## config.mk

```make
export PLATFORM = sky130hd
export DESIGN_NAME = crc_framed_uart_receiver
export DESIGN_NICKNAME = d
export VERILOG_FILES = /design/src/hw/rtl/cfur_pkg.sv /design/src/hw/rtl/crc_framed_uart_receiver.sv /design/src/hw/rtl/cfur_parser.sv /design/src/hw/rtl/cfur_obuf.sv
export SDC_FILE = /design/constraint.sdc
export NUM_CORES = 1
export LEC_CHECK = 0
export BUFFER_PORTS_ARGS = -buffer_cell sky130_fd_sc_hd__buf_2
export CAP_MARGIN = 10
export CORE_MARGIN = 3
export CORE_UTILIZATION = 27
export CTS_CLUSTER_SIZE = 16
export DETAILED_ROUTE_END_ITERATION = 7
export GPL_TIMING_DRIVEN = 0
export PLACE_DENSITY = 0.4
export SLEW_MARGIN = 20
export SYNTH_ARGS = -nofsm -noshare
export SYNTH_HDL_FRONTEND = slang
export SYNTH_SLANG_ARGS = --single-unit
```

## constraint.sdc

```tcl
create_clock -name clk -period 6.97 [get_ports clk]
set_clock_uncertainty 0.15 [all_clocks]
set_input_delay 0 -clock clk [delete_from_list [all_inputs] [get_ports clk]]
set_output_delay 0 -clock clk [all_outputs]
set_load 0.01 [all_outputs]
```

## src/hw/rtl/cfur_pkg.sv

```systemverilog
// shared types, constants and crc function for the framed serial receiver
// no dependencies; imported by cfur_parser, cfur_obuf and crc_framed_uart_receiver
`default_nettype none

package cfur_pkg;

    // frame geometry
    localparam int MaxPayload   = 16;
    localparam int LenWidth     = 5;
    localparam int IdxWidth     = 5;
    localparam int StoreAddrW   = $clog2(MaxPayload);

    // crc16/modbus
    localparam logic [15:0] CrcInit = 16'hFFFF;
    localparam logic [15:0] CrcPoly = 16'hA001;

    // configuration register indexes
    localparam logic [1:0] CfgHeaderFirst  = 2'd0;
    localparam logic [1:0] CfgHeaderSecond = 2'd1;
    localparam logic [1:0] CfgMinPayload   = 2'd2;

    // reset values of configuration registers
    localparam logic [7:0]          HeaderFirstRst  = 8'hAA;
    localparam logic [7:0]          HeaderSecondRst = 8'h55;
    localparam logic [LenWidth-1:0] MinPayloadRst   = 5'd4;
    localparam logic [LenWidth-1:0] MinPayloadFloor = 5'd2;

    typedef enum logic [1:0] {
        PH_HUNT1 = 2'd0,
        PH_HUNT2 = 2'd1,
        PH_LEN   = 2'd2,
        PH_DATA  = 2'd3
    } phase_t;

    typedef enum logic [1:0] {
        ST_ACCEPTED = 2'd0,
        ST_CRC_BAD  = 2'd1,
        ST_SHORT    = 2'd2
    } frame_status_t;

    // result word, last-listed field in the lowest bits
    typedef struct packed {
        logic [LenWidth-1:0] payload_length;
        logic [7:0]          heartbeat_byte;
        logic signed [15:0]  speed_value;
        logic [1:0]          frame_status;
    } result_t;

    // one byte through the reflected crc16, bit by bit
    function automatic logic [15:0] crc16_update(input logic [15:0] crc_in,
                                                 input logic [7:0]  data);
        logic [15:0] c;
        c = crc_in ^ {8'h00, data};
        for (int k = 0; k < 8; k++) begin
            if (c[0])
                c = (c >> 1) ^ CrcPoly;
            else
                c = c >> 1;
        end
        return c;
    endfunction

endpackage

`default_nettype wire

```

## src/hw/rtl/crc_framed_uart_receiver.sv

```systemverilog
// Framed serial byte receiver with CRC16/MODBUS check.
// Input stream s_*: one received byte per transaction (s_tdata). Output
// stream m_*: one result per completed frame, m_tdata fields from bit 0 up:
// frame_status[1:0], speed_value[17:2], heartbeat_byte[25:18],
// payload_length[30:26], bit 31 zero.
// Configuration: cfg_we writes cfg_data into register cfg_index (0 first
// header byte, 1 second header byte, 2 minimum payload length); write only
// while no frame result is outstanding.
// Throughput: one byte per cycle while s_tready is high. A byte goes into
// the input register, is parsed once the result buffer has room, and its
// result (on the last CRC byte) is written into the output register, or into
// the skid entry when the output register is occupied. The header/length/crc
// step of the parser is combinational between input register and buffer.
// Reset clears the parser to header hunt, restores register defaults and
// empties both buffers. When m_tready is low, results fill the output register
// and a skid entry; only when both are full does s_tready drop, so bytes keep
// flowing while a single result waits.
// depends on cfur_pkg, cfur_parser, cfur_obuf
`default_nettype none

module crc_framed_uart_receiver (
    input  wire logic        clk,
    input  wire logic        rst_n,
    input  wire logic        cfg_we,
    input  wire logic [1:0]  cfg_index,
    input  wire logic [7:0]  cfg_data,
    input  wire logic        s_tvalid,
    output logic             s_tready,
    input  wire logic [7:0]  s_tdata,   // data_byte[7:0]
    output logic             m_tvalid,
    input  wire logic        m_tready,
    output logic [31:0]      m_tdata    // status, speed, heartbeat, length, pad
);
    import cfur_pkg::*;

    logic       in_valid_reg, in_valid_next;
    logic [7:0] in_byte_reg;
    logic       advance;
    logic       buf_full;
    logic       res_valid;
    result_t    res_data;
    result_t    out_data;

    // input register advances whenever the result buffer has room
    assign advance       = in_valid_reg && !buf_full;
    assign s_tready      = !in_valid_reg || !buf_full;
    assign in_valid_next = (s_tvalid && s_tready) || (in_valid_reg && !advance);

    always_ff @(posedge clk or negedge rst_n)
    begin
        if (!rst_n)
            in_valid_reg <= 1'b0;
        else
            in_valid_reg <= in_valid_next;
    end

    always_ff @(posedge clk)
    begin
        if (s_tvalid && s_tready)
            in_byte_reg <= s_tdata;
    end

    cfur_parser u_parser (
        .clk        (clk),
        .rst_n      (rst_n),
        .cfg_we     (cfg_we),
        .cfg_index  (cfg_index),
        .cfg_data   (cfg_data),
        .byte_valid (advance),
        .byte_data  (in_byte_reg),
        .res_valid  (res_valid),
        .res_data   (res_data)
    );

    cfur_obuf u_obuf (
        .clk       (clk),
        .rst_n     (rst_n),
        .push      (res_valid),
        .push_data (res_data),
        .full      (buf_full),
        .out_valid (m_tvalid),
        .out_ready (m_tready),
        .out_data  (out_data)
    );

    assign m_tdata = {1'b0, out_data};

endmodule

`default_nettype wire

```

## src/hw/rtl/cfur_parser.sv

```systemverilog
// frame parser: header hunt, length check, crc accumulation, payload store
// and final status decision; depends on cfur_pkg
`default_nettype none

module cfur_parser (
    input  wire logic              clk,
    input  wire logic              rst_n,
    input  wire logic              cfg_we,
    input  wire logic [1:0]        cfg_index,
    input  wire logic [7:0]        cfg_data,
    input  wire logic              byte_valid,
    input  wire logic [7:0]        byte_data,
    output logic                   res_valid,
    output cfur_pkg::result_t      res_data
);
    import cfur_pkg::*;

    logic [7:0]            header_first_reg;
    logic [7:0]            header_second_reg;
    logic [LenWidth-1:0]   min_len_reg;

    phase_t                phase_reg, phase_next;
    logic [LenWidth-1:0]   frame_len_reg, frame_len_next;
    logic [IdxWidth-1:0]   byte_index_reg, byte_index_next;
    logic [15:0]           crc_reg, crc_next;
    logic [7:0]            prev_byte_reg;
    logic [7:0]            store_reg [MaxPayload];

    logic [IdxWidth:0]     index_inc;
    logic [IdxWidth:0]     frame_end;
    logic [15:0]           crc_recv;
    logic [LenWidth-1:0]   eff_min;
    logic [LenWidth-1:0]   heart_idx;
    logic                  store_we;

    // configuration registers
    always_ff @(posedge clk or negedge rst_n)
    begin
        if (!rst_n)
        begin
            header_first_reg  <= HeaderFirstRst;
            header_second_reg <= HeaderSecondRst;
            min_len_reg       <= MinPayloadRst;
        end
        else if (cfg_we)
        begin
            unique case (cfg_index)
                CfgHeaderFirst:  header_first_reg  <= cfg_data;
                CfgHeaderSecond: header_second_reg <= cfg_data;
                CfgMinPayload:   min_len_reg       <= cfg_data[LenWidth-1:0];
                default:         ;
            endcase
        end
    end

    // end-of-frame helpers
    assign index_inc = {1'b0, byte_index_reg} + 1'b1;
    assign frame_end = {1'b0, frame_len_reg} + 2'd2;
    assign crc_recv  = {byte_data, prev_byte_reg};
    assign eff_min   = (min_len_reg < MinPayloadFloor) ? MinPayloadFloor : min_len_reg;
    assign heart_idx = eff_min - 1'b1;
    assign store_we  = byte_valid && (phase_reg == PH_DATA)
                       && (byte_index_reg < IdxWidth'(MaxPayload));

    // next state and result
    always_comb
    begin
        phase_next      = phase_reg;
        frame_len_next  = frame_len_reg;
        byte_index_next = byte_index_reg;
        crc_next        = crc_reg;
        res_valid       = 1'b0;
        res_data        = '0;
        res_data.payload_length = frame_len_reg;
        if (byte_valid)
        begin
            unique case (phase_reg)
                PH_HUNT1:
                begin
                    if (byte_data == header_first_reg)
                        phase_next = PH_HUNT2;
                end
                PH_HUNT2:
                begin
                    priority if (byte_data == header_second_reg)
                        phase_next = PH_LEN;
                    else if (byte_data == header_first_reg)
                        phase_next = PH_HUNT2;
                    else
                        phase_next = PH_HUNT1;
                end
                PH_LEN:
                begin
                    if (byte_data > 8'(MaxPayload))
                        phase_next = PH_HUNT1;
                    else
                    begin
                        frame_len_next  = byte_data[LenWidth-1:0];
                        byte_index_next = '0;
                        crc_next        = crc16_update(CrcInit, byte_data);
                        phase_next      = PH_DATA;
                    end
                end
                PH_DATA:
                begin
                    if (byte_index_reg < frame_len_reg)
                        crc_next = crc16_update(crc_reg, byte_data);
                    byte_index_next = index_inc[IdxWidth-1:0];
                    if (index_inc >= frame_end)
                    begin
                        // crc bytes are always the last two of the frame
                        res_valid  = 1'b1;
                        phase_next = PH_HUNT1;
                        priority if (crc_recv != crc_reg)
                            res_data.frame_status = ST_CRC_BAD;
                        else if (frame_len_reg < eff_min)
                            res_data.frame_status = ST_SHORT;
                        else
                        begin
                            res_data.frame_status   = ST_ACCEPTED;
                            res_data.speed_value    = {store_reg[1], store_reg[0]};
                            res_data.heartbeat_byte = store_reg[heart_idx[StoreAddrW-1:0]];
                        end
                    end
                end
                default: ;
            endcase
        end
    end

    // control state
    always_ff @(posedge clk or negedge rst_n)
    begin
        if (!rst_n)
        begin
            phase_reg      <= PH_HUNT1;
            frame_len_reg  <= '0;
            byte_index_reg <= '0;
            crc_reg        <= CrcInit;
        end
        else
        begin
            phase_reg      <= phase_next;
            frame_len_reg  <= frame_len_next;
            byte_index_reg <= byte_index_next;
            crc_reg        <= crc_next;
        end
    end

    // payload store and previous byte
    always_ff @(posedge clk)
    begin
        if (byte_valid)
            prev_byte_reg <= byte_data;
        if (store_we)
            store_reg[byte_index_reg[StoreAddrW-1:0]] <= byte_data;
    end

endmodule

`default_nettype wire

```

## src/hw/rtl/cfur_obuf.sv

```systemverilog
// two-entry result buffer: output register plus skid entry
// depends on cfur_pkg
`default_nettype none

module cfur_obuf (
    input  wire logic              clk,
    input  wire logic              rst_n,
    input  wire logic              push,
    input  wire cfur_pkg::result_t push_data,
    output logic                   full,
    output logic                   out_valid,
    input  wire logic              out_ready,
    output cfur_pkg::result_t      out_data
);
    import cfur_pkg::*;

    logic    head_valid_reg, head_valid_next;
    logic    skid_valid_reg, skid_valid_next;
    result_t head_reg, head_next;
    result_t skid_reg, skid_next;
    logic    pop;

    assign pop       = head_valid_reg && out_ready;
    assign full      = skid_valid_reg;
    assign out_valid = head_valid_reg;
    assign out_data  = head_reg;

    // entry movement
    always_comb
    begin
        head_valid_next = head_valid_reg;
        skid_valid_next = skid_valid_reg;
        head_next       = head_reg;
        skid_next       = skid_reg;
        if (pop)
        begin
            if (skid_valid_reg)
            begin
                head_next = skid_reg;
                if (push)
                    skid_next = push_data;
                else
                    skid_valid_next = 1'b0;
            end
            else if (push)
                head_next = push_data;
            else
                head_valid_next = 1'b0;
        end
        else if (push)
        begin
            if (!head_valid_reg)
            begin
                head_next       = push_data;
                head_valid_next = 1'b1;
            end
            else
            begin
                skid_next       = push_data;
                skid_valid_next = 1'b1;
            end
        end
    end

    always_ff @(posedge clk or negedge rst_n)
    begin
        if (!rst_n)
        begin
            head_valid_reg <= 1'b0;
            skid_valid_reg <= 1'b0;
        end
        else
        begin
            head_valid_reg <= head_valid_next;
            skid_valid_reg <= skid_valid_next;
        end
    end

    always_ff @(posedge clk)
    begin
        head_reg <= head_next;
        skid_reg <= skid_next;
    end

endmodule

`default_nettype wire
```

Word-level counts from Yosys, hierarchy flattened:

Memories as Yosys holds them, arrays and structs flattened.
Cells that the tools add are included.

* add/subtract/negate cells: 3
* magnitude comparators: 6
* equal/unequal tests: 17
* mux-type cells: 100
* bitwise logic cells: 19
* reduce and logical (&&, ||, !) cells: 28

Operators with widths (number)
* $mux W16: 60
* $mux W31: 9
* $mux W26: 3
* $mux W24: 2
* $not A2 Y3: 16
* $pmux W16 S2: 1
* $eq A8 B8 Y1: 2
* $ne A16 B16 Y1: 1
* $not A8 Y16: 1
* $xor A16 B8 Y16: 1
* $mux W1: 15
* $reduce_and A3 Y1: 5
* $ne A2 B2 Y1 const B: 7
* $mux W2: 6
* $lt A5 B5 Y1: 2
* $mux W5: 2
* $pmux W5 S2: 1
* $gt A8 B5 Y1 const B: 1
* $pmux W2 S4: 1
* $reduce_and A2 Y1: 4
* $reduce_and A4 Y1: 2
* $reduce_bool A2 Y1: 4
* $add A5 B1 Y6 const B: 1
* $add A5 B2 Y6 const B: 1
* other kinds (12): 25

* register bits after elaboration: 130
* memory bits (writable): 128
* input port bits: 23
* output and inout bits: 34
* logic and storage cells: 194
* memories: 1

Memory list
* u_parser.store_reg: depth 16, bits a word 8, read ports 3, clocked after memory_dff 0, wr ports 1, RTL line cfur_parser.sv:27 `logic [7:0] store_reg [MaxPayload];`

Logic depth before layout (Yosys ltp):

* depth in word-level cells: 40
* gate-level depth with buffers: 12
* depth with buffers taken out: 9

Modules after synthesis:

Synthesis repeated with hierarchy kept, for this count alone.

* cell total of the unflattened synthesis: 740
* area, all modules: 11738.8 µm²

Modules (own cells, without submodules)
* cfur_parser: instances 1, cells an instance 617, area an instance 8961.1 µm², sequential area each 5341.4 µm²
* cfur_obuf: instances 1, cells an instance 108, area an instance 2474.9 µm², sequential area each 1911.8 µm²
* crc_framed_uart_receiver: instances 1, cells an instance 15, area an instance 302.8 µm², sequential area each 265.3 µm²

Worst setup path after synthesis:

OpenSTA, ideal clock, no wires.

* kind: reg-to-reg
* start point: reg u_parser.byte_index_reg[0]
* end point: reg u_obuf.skid_reg[0] (netlist bit) (enable)
* setup time: 0.508 ns
* data arrival time: 5.043 ns
* required time: 6.312 ns
* path slack: 1.269 ns
* cell stages (with the launch flop): 9
* buffers on the path: 0
* period minus slack after synthesis: 5.701 ns
* path through: dfrtp_1 > inv_1 > ha_1 > ha_1 > a21bo_2 > a21oi_1 > o21ai_0 > a21o_1 > nor4b_1

* cells in the longest elaborated chain, start to end: 7
* elaborated cells on any way between the ends: 8
* those cells by class: add/sub (1); order compare (1); eq/ne (1); mux (3); reduce/logical (2)

RTL lines
* start: declaration: RTL line cfur_parser.sv:24 `logic [IdxWidth-1:0] byte_index_reg, byte_index_next;`
* start signal: assignment: RTL line cfur_parser.sv:145 `byte_index_reg <= byte_index_next;`
* $add A5 B1 Y6 (*): RTL line cfur_parser.sv:57 `assign index_inc = {1'b0, byte_index_reg} + 1'b1;`
* $ge A6 B6 Y1 (*): RTL line cfur_parser.sv:109 `if (index_inc >= frame_end)`
* $mux W1 (*): RTL line cfur_parser.sv:109
* $mux W1 (*): RTL line cfur_parser.sv:77 `unique case (phase_reg)`
* $mux W1 (*): RTL line cfur_parser.sv:75 `if (byte_valid)`
* $ne A2 B2 Y1 (no source line) / $reduce_bool A2 Y1 (equally long branches)
* $reduce_and A4 Y1 (no source line) (*)
* end signal: assignment: RTL line cfur_obuf.sv:82 `skid_reg <= skid_next;`
* end: declaration: RTL line cfur_obuf.sv:20 `result_t skid_reg, skid_next;`

Every way passes the cells marked *; elsewhere a longest branch is shown, timed or not.
A chain may end at the register's enable or synchronous reset.

==> results.yml <==
place:
  gp_congestion: 0.749
  placed_cell_area_um2: 12400
  port_buffers: 55
  dp_hpwl_mm: 18.9
cells_and_area:
  fin_area_um2: 13800
  diodes: 0
  drive_above_1_share_pct: 24.3
  area_growth_pct: 21.5
  utilization_pct: 33.5
  largest_reg_flops: 128
  finalNetCount: 913
synth:
  yosys-top-cells-area: "edfxtp_1 (54%), dfrtp_1 (5.9%), dfstp_2 (5.8%)"
  yosysSeqAreaShare_pct: 66.1
  synth_async_sr_flop_share_pct: 20.2
  yosysUniqueCellTypes: 54
  netlist_area_um2: 11400
  synth_warnings: 0
  yosysMostFrequentCell: "edfxtp_1"
  synth-main-ff-cell: "edfxtp_1"
  synth_fp_nets: 786
  synth_top_area_share_pct: 54.4
  synth-seq-cells: 258
  synth_cells: 737
  synth-edff-count: 206
  synth_common_cells: "edfxtp_1 (206), nand2_1 (44), xnor2_1 (41), nor2_1 (32), o21ai_0 (32)"
  synth_area_leader_cell: "edfxtp_1"
  avgSynthCellArea_um2: 15.4
setup_path:
  arrival_ns: 4.27
  crit_path_end: "u_obuf.out_data[19]"
  reg2reg_slack_ns: 2.83
  reg2reg_from: "u_parser.min_len_reg[2]"
  critPathRequiredTime_ns: 7.10
  cp-start-kind: "register"
  worstSetupPathType: "reg2reg"
  crit_fanout: 10
  end_kind: "register"
  timing.rr.end: "u_obuf.out_data[19]"
  startpoint: "u_parser.min_len_reg[2]"
  rr_worst_depth: 12
grt:
  antenna_found_initial: 1
  grt_max_degree: 28
  gr-total-overflow: 0
  grt_pass1_wl_mm: 43.4
  grt_pass1_vias: 6827
  groute.usage.overall_pct: 13.1
power_and_ir_drop:
  p_leak_nw: 5.25
  p_comb_share_pct: 12.9
  p_switching_w: 0.000995
  finalPower_w: 0.00401
  switching_share_pct: 24.8
  p_clk_share_pct: 43.6
  pwr-share-seq_pct: 43.5
  p_per_area_nw_per_um2: 290
  p_int_w: 0.00302
  ir_drop_v: 0.000144
sta:
  finalCritPeriodShare_pct: 59.4
  fmaxAchievable_mhz: 242
  hold_viol: 0
  hold-worst-slack_ns: 0.0369
  setup-violations-final: 0
  grt_setup_unrepaired: "no"
  worst_pin_slew_ns: 1.00
  layout_min_cycle_time_ns: 4.14
  drv_slew: 0
  relSlewSlack_pct: 33.1
floorplanning:
  die_w_um: 211
  die_h_um: 211
  rows: 74
  ioPinCount: 57
  start_util_pct: 27.6
  dieArea_um2: 44600
  design.core.area_um2: 41200
run_status:
  outcome: "finished clean"
cts:
  cts_tree: "yes"
  clk_pin_slew_worst_paths_ns: 0.05
  hold_buffers: 29
  post_cts_buffers: 0
  clock_latency_ns: 0.54
  clock_sinks: 258
  cts_root_buf: "clkbuf_16"
  cts_buffers: 34
  cts.path.max_buffers: 3
  h-tree-depth: 2
  cts_resized: 0
route:
  vias: 6362
  wire_per_inst_um: 20.1
  drt_iter0_drc: 296
  drt_pass1_iterations: 4
  drc_errors: 0
  routed_wl_mm: 28.6
  via_per_inst: 4.48
  ant_nets: 0
flow_run:
  max-cap-violations: 0
hold_path:
  hp-class: "in2reg"
## through the flow
stage               setup TNS (ns)  cells  setup slack [ns]
CTS                              0   1421              2.72
global placement            -21.95   1324            -0.713
finish                           0   1421              2.83
floorplan                        0    737              1.27
global route                     0   1421              2.50
detailed placement               0   1331              2.73
## worst min-delay path by stage
stage / from / endpoint / slack (ns) / depth (start not counted)
2_1_floorplan: rst_n / in_valid_reg / -0.45 / 0
5_1_grt: s_tdata[6] / in_byte_reg[6] / 0.02 / 2
3_3_place_gp: s_tdata[5] / in_byte_reg[5] / 0.03 / 1
3_5_place_dp: rst_n / u_parser.min_len_reg[3] / -0.05 / 1
4_1_cts: s_tdata[3] / in_byte_reg[3] / 0.002 / 2
6_report: s_tdata[6] / in_byte_reg[6] / 0.04 / 2
## critical path: stages (launching register included)
cell	delay [ns]
dfstp_2	0.61
o41a_1	0.17
buf_6	0.16
buf_12	0.16
buf_6	0.21
inv_1	0.06
ha_1	0.37
buf_2	0.33
clkbuf_1	0.60
mux4_2	0.46
mux2i_1	0.23
a21oi_1	0.13
a22o_1	0.24
## routing by layer
metal  track usage [%]  vias to the layer above  part of all wire, %
met5                 0                        -                    0
met4              3.70                        0                  2.3
met3              2.87                       45                  3.4
met2              21.1                       93                   47
met1              17.8                     3199                   47
li1                  -                     3025                    -
## layout make-up
type	instances	area, um^2
flip-flops and latches	258	7520
clock inverters	15	184
well taps	532	666
plain buffers	35	200
multi-input cells	421	3600
inverters	23	86.3
clock buffers	46	937
repair buffers	91	626
fillers	4000	27400
## power groups by stage
stage	Sequential (W)	Combinational (W)	Clock (W)
after CTS	0.00175	0.000532	0.00181
after global routing	0.00175	0.000569	0.00187
after global placement	0.00178	0.000513	0
after detailed placement	0.00178	0.000513	0
final	0.00175	0.000519	0.00175
after floorplan	0.00175	0.000362	0
## cells in the final DEF (no fill, tap or decap), types with 10 or more instances in the layout
cell type | synthesis | final
clkbuf_1 | 16 | 25
dlygate4sd3_1 | 0 | 28
ha_1 | 26 | 26
mux2_2 | 23 | 23
a21oi_1 | 20 | 20
and2_1 | 11 | 11
and3_1 | 17 | 17
nand2_1 | 44 | 44
inv_1 | 23 | 23
clkbuf_16 | 0 | 35
mux4_2 | 28 | 28
buf_2 | 10 | 69
edfxtp_1 | 206 | 206
nor2b_1 | 11 | 11
o21ai_0 | 32 | 32
a22o_1 | 11 | 11
mux2i_1 | 10 | 10
nor2_1 | 32 | 32
xor2_1 | 21 | 21
dfrtp_1 | 27 | 27
dfstp_2 | 25 | 25
a21o_1 | 20 | 20
xnor2_1 | 41 | 41
## logic make-up after synthesis
group | share of synthesized area (%)
flip-flops | 66.1
XOR/XNOR | 6.06
AND/OR/NAND/NOR | 6.72
multiplexers | 9.63
AO/OA/AOI/OAI | 6.06
adder cells (fa/ha/maj) | 2.86
other | 0.0330
buffers and inverters | 2.52
(Power assumes the default switching activity.)
